<file path="src/rtl/tlfs_pkg.sv">
`timescale 1ns / 1ps
// ---------------------------------------------------------------------------
// tlfs_pkg
// shared types and constants for the three-level feedback scheduler
// ---------------------------------------------------------------------------
package tlfs_pkg;

    localparam int NUM_LEVELS = 3;
    localparam int QUANTUM_W  = 4;
    localparam int SLICE_W    = 16;
    localparam int CFG_IDX_W  = 2;

    localparam logic [CFG_IDX_W-1:0] CFG_QUANTUM_HIGH = 2'd0;
    localparam logic [CFG_IDX_W-1:0] CFG_QUANTUM_MID  = 2'd1;
    localparam logic [CFG_IDX_W-1:0] CFG_QUANTUM_LOW  = 2'd2;

    localparam logic OP_ARRIVE = 1'b0;
    localparam logic OP_TICK   = 1'b1;

    // result of one transaction as the back end emits it
    typedef struct packed {
        logic                served_valid;
        logic                job_finished;
        logic                queue_full;
        logic [SLICE_W-1:0]  slice_number;
    } t_result_flags;

endpackage

</file>
<file path="src/rtl/tlfs_front.sv">
`timescale 1ns / 1ps
// ---------------------------------------------------------------------------
// tlfs_front
// input skid register and opcode classification into a short command queue
// ---------------------------------------------------------------------------
module tlfs_front #(
    parameter int ID_BITS      = 8,
    parameter int SERVICE_BITS = 8
) (
    input  logic                    i_clk,
    input  logic                    i_rst_n,
    input  logic                    i_valid,
    output logic                    o_ready,
    input  logic                    i_opcode,
    input  logic [ID_BITS-1:0]      i_job_id,
    input  logic [1:0]              i_job_level,
    input  logic [SERVICE_BITS-1:0] i_job_service,
    output logic                    o_valid,
    input  logic                    i_ready,
    output logic                    o_is_tick,
    output logic [ID_BITS-1:0]      o_job_id,
    output logic [1:0]              o_job_level,
    output logic [SERVICE_BITS-1:0] o_job_service
);

    localparam int W = 1 + ID_BITS + 2 + SERVICE_BITS;

    logic [W-1:0] r_q [2];
    logic         r_wp, r_rp;
    logic [1:0]   r_cnt;
    logic         push, pop;
    logic [1:0]   lvl_clamped;

    // level three maps to the lowest queue
    assign lvl_clamped = (i_job_level == 2'd3) ? 2'd2 : i_job_level;

    assign o_ready = (r_cnt != 2'd2);
    assign o_valid = (r_cnt != 2'd0);
    assign push    = i_valid && o_ready;
    assign pop     = o_valid && i_ready;

    assign {o_is_tick, o_job_id, o_job_level, o_job_service} = r_q[r_rp];

    always_ff @(posedge i_clk) begin
        if (push) begin
            r_q[r_wp] <= {i_opcode == tlfs_pkg::OP_TICK, i_job_id, lvl_clamped, i_job_service};
        end
        if (!i_rst_n) begin
            r_wp  <= 1'b0;
            r_rp  <= 1'b0;
            r_cnt <= 2'd0;
        end else begin
            if (push) r_wp <= ~r_wp;
            if (pop)  r_rp <= ~r_rp;
            r_cnt <= r_cnt + {1'b0, push} - {1'b0, pop};
        end
    end

endmodule

</file>
<file path="src/rtl/tlfs_back.sv">
`timescale 1ns / 1ps
// ---------------------------------------------------------------------------
// tlfs_back
// level queues, running job and slice accounting; while the output is not stalled, one command per cycle
// ---------------------------------------------------------------------------
module tlfs_back #(
    parameter int QUEUE_DEPTH  = 16,
    parameter int ID_BITS      = 8,
    parameter int SERVICE_BITS = 8
) (
    input  logic                                 i_clk,
    input  logic                                 i_rst_n,
    input  logic                                 i_valid,
    output logic                                 o_ready,
    input  logic                                 i_is_tick,
    input  logic [ID_BITS-1:0]                   i_job_id,
    input  logic [1:0]                           i_job_level,
    input  logic [SERVICE_BITS-1:0]              i_job_service,
    input  logic [tlfs_pkg::QUANTUM_W-1:0]       i_q_high,
    input  logic [tlfs_pkg::QUANTUM_W-1:0]       i_q_mid,
    input  logic [tlfs_pkg::QUANTUM_W-1:0]       i_q_low,
    output logic                                 o_valid,
    input  logic                                 i_ready,
    output tlfs_pkg::t_result_flags              o_flags,
    output logic [ID_BITS-1:0]                   o_served_id
);

    localparam int AW = (QUEUE_DEPTH > 1) ? $clog2(QUEUE_DEPTH) : 1;
    localparam int CW = $clog2(QUEUE_DEPTH + 1);
    localparam int EW = ID_BITS + SERVICE_BITS;

    logic [EW-1:0] r_mem0 [QUEUE_DEPTH];
    logic [EW-1:0] r_mem1 [QUEUE_DEPTH];
    logic [EW-1:0] r_mem2 [QUEUE_DEPTH];
    logic [AW-1:0] r_head [3];
    logic [AW-1:0] r_tail [3];
    logic [CW-1:0] r_cnt  [3];

    logic [ID_BITS-1:0]      r_run_id;
    logic [SERVICE_BITS-1:0] r_run_svc;
    logic [1:0]              r_run_lvl;
    logic [tlfs_pkg::QUANTUM_W-1:0] r_run_used;
    logic                    r_active, r_move;
    logic [tlfs_pkg::SLICE_W-1:0] r_time;
    logic                    r_out_v;
    tlfs_pkg::t_result_flags r_flags;
    logic [ID_BITS-1:0]      r_sid;

    // combinational next-state view
    logic [CW-1:0] cnt_a [3];
    logic          push_en, push_ok, take, step;
    logic [1:0]    push_lvl, sel_lvl;
    logic [ID_BITS-1:0]      push_id, sel_id, cur_id;
    logic [SERVICE_BITS-1:0] push_svc, sel_svc, cur_svc, svc_dec;
    logic [EW-1:0]           head_ent;
    logic [1:0]              cur_lvl;
    logic [tlfs_pkg::QUANTUM_W-1:0] qsel, qeff, used_n;
    logic                    full_flag, fin, demote, cur_active;
    logic [tlfs_pkg::SLICE_W-1:0] time_n;

    assign o_ready = !r_out_v || i_ready;
    assign step    = i_valid && o_ready;
    assign o_valid = r_out_v;
    assign o_flags = r_flags;
    assign o_served_id = r_sid;

    always_comb begin
        push_en  = 1'b0;
        push_lvl = i_job_level;
        push_id  = i_job_id;
        push_svc = i_job_service;
        if (i_is_tick) begin
            push_en  = r_move;
            push_lvl = (r_run_lvl == 2'd2) ? 2'd2 : r_run_lvl + 2'd1;
            push_id  = r_run_id;
            push_svc = r_run_svc;
        end else begin
            push_en = 1'b1;
        end
        push_ok   = push_en && (r_cnt[push_lvl] != CW'(QUEUE_DEPTH));
        full_flag = push_en && !push_ok;
        for (int l = 0; l < 3; l++) begin
            cnt_a[l] = r_cnt[l] + ((push_ok && push_lvl == 2'(l)) ? CW'(1) : CW'(0));
        end
        // selection sees the demoted job already queued
        take    = i_is_tick && !r_active;
        sel_lvl = (cnt_a[0] != '0) ? 2'd0 : (cnt_a[1] != '0) ? 2'd1 : 2'd2;
        if (take && cnt_a[sel_lvl] == '0) take = 1'b0;
        case (sel_lvl)
            2'd0:    head_ent = r_mem0[r_head[0]];
            2'd1:    head_ent = r_mem1[r_head[1]];
            default: head_ent = r_mem2[r_head[2]];
        endcase
        // a queue that was empty before this push hands over the pushed entry
        if (r_cnt[sel_lvl] == '0) head_ent = {push_id, push_svc};
        {sel_id, sel_svc} = head_ent;
        cur_active = r_active || take;
        cur_id  = take ? sel_id  : r_run_id;
        cur_svc = take ? sel_svc : r_run_svc;
        cur_lvl = take ? sel_lvl : r_run_lvl;
        used_n  = (take ? '0 : r_run_used) + 1'b1;
        case (cur_lvl)
            2'd0:    qsel = i_q_high;
            2'd1:    qsel = i_q_mid;
            default: qsel = i_q_low;
        endcase
        qeff    = (qsel == '0) ? 4'd1 : qsel;
        svc_dec = (cur_svc != '0) ? cur_svc - 1'b1 : cur_svc;
        fin     = cur_active && (svc_dec == '0);
        demote  = cur_active && !fin && (used_n >= qeff);
        time_n  = r_time + 1'b1;
    end

    always_ff @(posedge i_clk) begin
        if (step && push_ok) begin
            case (push_lvl)
                2'd0:    r_mem0[r_tail[0]] <= {push_id, push_svc};
                2'd1:    r_mem1[r_tail[1]] <= {push_id, push_svc};
                default: r_mem2[r_tail[2]] <= {push_id, push_svc};
            endcase
        end
        if (step) begin
            r_flags.queue_full   <= full_flag;
            r_flags.served_valid <= i_is_tick && cur_active;
            r_flags.job_finished <= i_is_tick && fin;
            r_flags.slice_number <= i_is_tick ? time_n : '0;
            r_sid <= (i_is_tick && cur_active) ? cur_id : '0;
        end
        if (!i_rst_n) begin
            for (int l = 0; l < 3; l++) begin
                r_head[l] <= '0;
                r_tail[l] <= '0;
                r_cnt[l]  <= '0;
            end
            r_run_id   <= '0;
            r_run_svc  <= '0;
            r_run_lvl  <= '0;
            r_run_used <= '0;
            r_active   <= 1'b0;
            r_move     <= 1'b0;
            r_time     <= '0;
            r_out_v    <= 1'b0;
        end else begin
            if (o_ready) r_out_v <= i_valid;
            if (step) begin
                for (int l = 0; l < 3; l++) begin
                    r_cnt[l] <= cnt_a[l] - ((take && sel_lvl == 2'(l)) ? CW'(1) : CW'(0));
                    if (push_ok && push_lvl == 2'(l)) begin
                        r_tail[l] <= (r_tail[l] == AW'(QUEUE_DEPTH - 1)) ? '0 : r_tail[l] + 1'b1;
                    end
                    if (take && sel_lvl == 2'(l)) begin
                        r_head[l] <= (r_head[l] == AW'(QUEUE_DEPTH - 1)) ? '0 : r_head[l] + 1'b1;
                    end
                end
                if (i_is_tick) begin
                    r_time     <= time_n;
                    r_move     <= demote;
                    r_active   <= cur_active && !fin && !demote;
                    r_run_id   <= cur_id;
                    r_run_svc  <= cur_active ? svc_dec : cur_svc;
                    r_run_lvl  <= cur_lvl;
                    r_run_used <= cur_active ? used_n : r_run_used;
                end
            end
        end
    end

endmodule

</file>
<file path="src/rtl/three_level_feedback_scheduler_unit.sv">
`timescale 1ns / 1ps
// ---------------------------------------------------------------------------
// three_level_feedback_scheduler_unit
// three-level feedback job scheduler with quantum demotion
// ---------------------------------------------------------------------------
// channel   | dir | handshake              | payload
// s_axis    | in  | tvalid/tready          | tdata: job_id, job_level, job_service; tuser: opcode
// m_axis    | out | tvalid/tready          | tdata: served_id, slice_number; tuser: flags
// cfg       | in  | i_cfg_we               | i_cfg_idx, i_cfg_data (4 bit quantum)
// one transaction per cycle sustained while m_axis_tready is high; the back end
// updates queues and the running job together, and a result passes through the
// command queue and then the output register. reset is synchronous and needs no
// clearing pass. either side may stall independently through the two-entry queue.
// ---------------------------------------------------------------------------
module three_level_feedback_scheduler_unit #(
    parameter int QUEUE_DEPTH  = 16,
    parameter int ID_BITS      = 8,
    parameter int SERVICE_BITS = 8
) (
    input  logic i_clk,
    input  logic i_rst_n,
    input  logic s_axis_tvalid,
    output logic s_axis_tready,
    // job_id, job_level[1:0], job_service, zero fill
    input  logic [((ID_BITS+2+SERVICE_BITS+7)/8)*8-1:0] s_axis_tdata,
    // opcode
    input  logic s_axis_tuser,
    output logic m_axis_tvalid,
    input  logic m_axis_tready,
    // served_id, slice_number[15:0], zero fill
    output logic [((ID_BITS+16+7)/8)*8-1:0] m_axis_tdata,
    // served_valid, job_finished, queue_full
    output logic [2:0] m_axis_tuser,
    input  logic       i_cfg_we,
    input  logic [tlfs_pkg::CFG_IDX_W-1:0] i_cfg_idx,
    input  logic [tlfs_pkg::QUANTUM_W-1:0] i_cfg_data
);

    localparam int OW = ((ID_BITS + 16 + 7) / 8) * 8;

    logic [tlfs_pkg::QUANTUM_W-1:0] r_q_high, r_q_mid, r_q_low;
    logic f_valid, f_ready, f_tick;
    logic [ID_BITS-1:0] f_id, sid;
    logic [1:0] f_lvl;
    logic [SERVICE_BITS-1:0] f_svc;
    tlfs_pkg::t_result_flags flags;

    always_ff @(posedge i_clk) begin
        if (!i_rst_n) begin
            r_q_high <= 4'd1;
            r_q_mid  <= 4'd2;
            r_q_low  <= 4'd3;
        end else if (i_cfg_we) begin
            case (i_cfg_idx)
                tlfs_pkg::CFG_QUANTUM_HIGH: r_q_high <= i_cfg_data;
                tlfs_pkg::CFG_QUANTUM_MID:  r_q_mid  <= i_cfg_data;
                tlfs_pkg::CFG_QUANTUM_LOW:  r_q_low  <= i_cfg_data;
                default: ;
            endcase
        end
    end

    tlfs_front #(.ID_BITS(ID_BITS), .SERVICE_BITS(SERVICE_BITS)) u_front (
        .i_clk, .i_rst_n,
        .i_valid(s_axis_tvalid), .o_ready(s_axis_tready),
        .i_opcode(s_axis_tuser),
        .i_job_id(s_axis_tdata[ID_BITS-1:0]),
        .i_job_level(s_axis_tdata[ID_BITS+1:ID_BITS]),
        .i_job_service(s_axis_tdata[ID_BITS+2+SERVICE_BITS-1:ID_BITS+2]),
        .o_valid(f_valid), .i_ready(f_ready), .o_is_tick(f_tick),
        .o_job_id(f_id), .o_job_level(f_lvl), .o_job_service(f_svc)
    );

    tlfs_back #(.QUEUE_DEPTH(QUEUE_DEPTH), .ID_BITS(ID_BITS),
                .SERVICE_BITS(SERVICE_BITS)) u_back (
        .i_clk, .i_rst_n,
        .i_valid(f_valid), .o_ready(f_ready), .i_is_tick(f_tick),
        .i_job_id(f_id), .i_job_level(f_lvl), .i_job_service(f_svc),
        .i_q_high(r_q_high), .i_q_mid(r_q_mid), .i_q_low(r_q_low),
        .o_valid(m_axis_tvalid), .i_ready(m_axis_tready),
        .o_flags(flags), .o_served_id(sid)
    );

    assign m_axis_tdata = OW'({flags.slice_number, sid});
    assign m_axis_tuser = {flags.queue_full, flags.job_finished, flags.served_valid};

endmodule

</file>
<file path="config.mk">
export PLATFORM = sky130hd
export DESIGN_NAME = three_level_feedback_scheduler_unit
export DESIGN_NICKNAME = d
export VERILOG_FILES = /design/src/rtl/tlfs_pkg.sv /design/src/rtl/tlfs_front.sv /design/src/rtl/tlfs_back.sv /design/src/rtl/three_level_feedback_scheduler_unit.sv
export SDC_FILE = /design/constraint.sdc
export NUM_CORES = 1
export LEC_CHECK = 0
export BUFFER_PORTS_ARGS = -buffer_cell sky130_fd_sc_hd__clkbuf_2
export CORE_MARGIN = 2
export CORE_UTILIZATION = 57
export DETAILED_ROUTE_END_ITERATION = 10
export GPL_ROUTABILITY_DRIVEN = 0
export PLACE_DENSITY_LB_ADDON = 0.3
export SYNTH_ARGS = -nofsm -noshare
export SYNTH_HDL_FRONTEND = slang
export SYNTH_SLANG_ARGS = --single-unit
</file>
<file path="constraint.sdc">
create_clock -name i_clk -period 15.01 [get_ports i_clk]
set_input_delay 3.002 -clock i_clk [delete_from_list [all_inputs] [get_ports i_clk]]
set_output_delay 3.002 -clock i_clk [all_outputs]
set_load 0.03 [all_outputs]
</file>
==> metrics.txt <==
Non-Filler Instances=3149; Max rail drop VDD=141.1 uV; Final Hold Fails=0; clk buf depth=3; number of nets with antenna violations after routing=0; register bit count reported by yosys=930; Setup Skew=0.02577 ns; Final HPWL DP=48920 um; slew of the pin with the lowest slew margin=1.363 ns; CTS Buf Count=92; sw frac=31.58%; PnR worst setup slack=6.744 ns; EDFF count, synth=872; Worst Path Arrival=8.80 ns; drt wl/cell=26.77 um; Worst setup SP type=register; Setup Fix Bufs, Post-CTS=0; Net Switching=2450 uW; DRT Wirelength=84300 um; Max Clock Freq=0.1210 GHz; crit end category=register; logic gate share of total power=26.9%; slew margin rel.=8.935%; PostCTS Resize Cnt=0; row cnt=94; die area=68860 sq um; Fin Hold WS=0.4819 ns; cts hold-fix bufs=0; final slew viol count=0; # IOs=65; Yosys top cell by area=edfxtp_1; TritonCTS clock tree=yes; ys flop type=edfxtp_1; Leak=0.01389 uW; insertion delay to the later sink of the worst-skew pair=0.66 ns; CTS H-tree depth=3; Critical Path Max Stage Delay=0.90 ns; DRC=0; ratio of cells with drive above 1 in the final layout=21.18%; Ant. Diodes=0; Pwr Density=182.3 nW/um^2; Setup Crit Path Kind=register to register; YS warnings=0; Final TNS setup=0 ns; period utilisation layout=55.07%; maxcap violations=0; area growth from synthesis to layout=11.86%; clock share of power=29.5%; sequential share of the synthesized area=71.85%; Avg Vias per Cell=6.367; DR vias=20050; Critical Path Slowest Stage Cell=mux2i_4; placed insts=2978; Mapped Cells=2115; syn_nets=2189; die width=262.4 um; I/O Buffers=58; final core occ=64.53%; Sequential Power Share=43.6%; clock transition at the registers of the reported paths=0.06 ns; critical path's top delay family=compound AO/OA/AOI/OAI gates; Avg Cell Area, Syn=18.00 sq um; internal power=5309 uW; WP buf/inv=2; CP most frequent cell=nor2_1; Post-Place Worst Slack=6.880 ns; CTS root buffer=clkbuf_16; initial core utilization=57.69%; TritonRoute pass-1 iters=5; setup repair after global routing missed its margin=no; number of global-route vias before repair=20260; CP Max Fanout=36; ranking of synthesized cells by area=edfxtp_1, mux4_2, dfxtp_1; first-pass GRT wire length=127300 um; critical path data required time=15.54 ns; initial antenna violation count=1; Initial DRC Count=2609; height of the die=262.4 um; GRT overflow=0; top-area cell type share of the netlist area=68.80%; GRT Util Overall=24.77%; status=finished clean; Period minus WS final=8.266 ns; mapped cell area=38060 sq um; setup violators final=0; Synth cell types=71; largest net degree at the start of global routing=79; worst min path class=register to register; FFs w/ async S/R, synth=0%; nets=2282; TritonCTS Sinks=930; Core ar.=65980 sq um
path summary, 6_finish.rpt:
path	to	cells past startpoint	start	slack, ns
worst max-delay path	u_back.r_move	30	register	6.74
worst min-delay path	u_back.r_run_id[7]	2	u_back.r_run_id[7]	0.48
worst max register to register	u_back.r_move	30	register	6.74
worst min register to register	u_back.r_run_id[7]	2	u_back.r_run_id[7]	0.48
cell usage after synthesis, drive strengths merged, types with 11 or more instances:
| cell type | n |
|---|---|
| a211oi | 20 |
| a21o | 11 |
| a21oi | 62 |
| and2 | 45 |
| and3 | 18 |
| buf | 46 |
| clkbuf | 59 |
| dfxtp | 58 |
| edfxtp | 872 |
| ha | 38 |
| inv | 39 |
| mux2 | 16 |
| mux2i | 80 |
| mux4 | 205 |
| nand2 | 98 |
| nand3 | 33 |
| nor2 | 128 |
| nor2b | 20 |
| nor3 | 20 |
| o21ai | 55 |
| or3 | 16 |
| xnor2 | 25 |
| xor2 | 27 |
logic make-up after synthesis:
kind of cell | synth area share [%]
adder cells (fa/ha/maj) | 1.249
buffers and inverters | 1.614
multiplexers | 14.71
AO/OA/AOI/OAI | 3.846
flip-flops | 71.85
XOR/XNOR | 1.197
AND/OR/NAND/NOR | 5.539
cell type report:
type	count	area [sq um]
timing repair buffer	104	648.1
multi-input combinational	1040	10340
sequential	930	27350
inverter	40	150.1
fill	4323	23400
tap	864	1081
clock inverter	56	559.3
clock buffer	115	2452
metal layers:
metal	share of wire, %	global-route usage (%)
met4	3.0	8.667
met2	49	40.03
met3	7.8	3.851
met1	40	34.92
met5	0.0095	0
flip-flops by register name (all words and copies together), names as in the netlist, 8 cells and up, named ones only:
register            count
u_back.o_flags         19
u_back.r_tail          12
u_back.r_mem0         256
u_back.r_mem1         256
u_back.r_run_id         8
u_back.r_mem2         256
u_back.r_run_svc        8
u_back.o_served_id      8
u_back.r_head          12
u_front.r_q            38
u_back.r_cnt           15
u_back.r_time          16
tightest hold or removal path: stages (launching register included):
cell and delay, ns:
dfxtp_1 0.33, nand2_1 0.06, a21oi_1 0.05
layout by cell type (no fill, tap or decap), types with 33 or more instances in the layout:
| cell type | netlist | layout |
|---|---|---|
| nand3_1 | 33 | 33 |
| ha_1 | 38 | 38 |
| and2_1 | 45 | 45 |
| nand2_1 | 98 | 98 |
| o21ai_0 | 52 | 52 |
| clkbuf_2 | 0 | 58 |
| clkbuf_16 | 0 | 95 |
| mux2i_1 | 80 | 79 |
| buf_4 | 3 | 45 |
| nor2_1 | 128 | 128 |
| mux4_2 | 205 | 205 |
| edfxtp_1 | 872 | 872 |
| a21oi_1 | 62 | 46 |
| dfxtp_1 | 58 | 58 |
| inv_1 | 39 | 39 |
per-stage QoR:
stage	cell area (sq um)	power (uW)
finish	42580	7759
global route	42580	8057
CTS	42580	7776
detailed placement	39560	5497
global placement	39560	5414
floorplan	38060	4808
power by group through the flow:
| stage | logic [uW] | registers, uW | clock network (uW) |
|---|---|---|---|
| 5_1_grt | 2250 | 3390 | 2420 |
| 4_1_cts | 2080 | 3380 | 2320 |
| 3_3_place_gp | 1990 | 3420 | 0 |
| 2_1_floorplan | 1330 | 3480 | 0 |
| 3_5_place_dp | 2070 | 3430 | 0 |
| 6_report | 2090 | 3380 | 2290 |
Power figures use the tool's default switching activity.
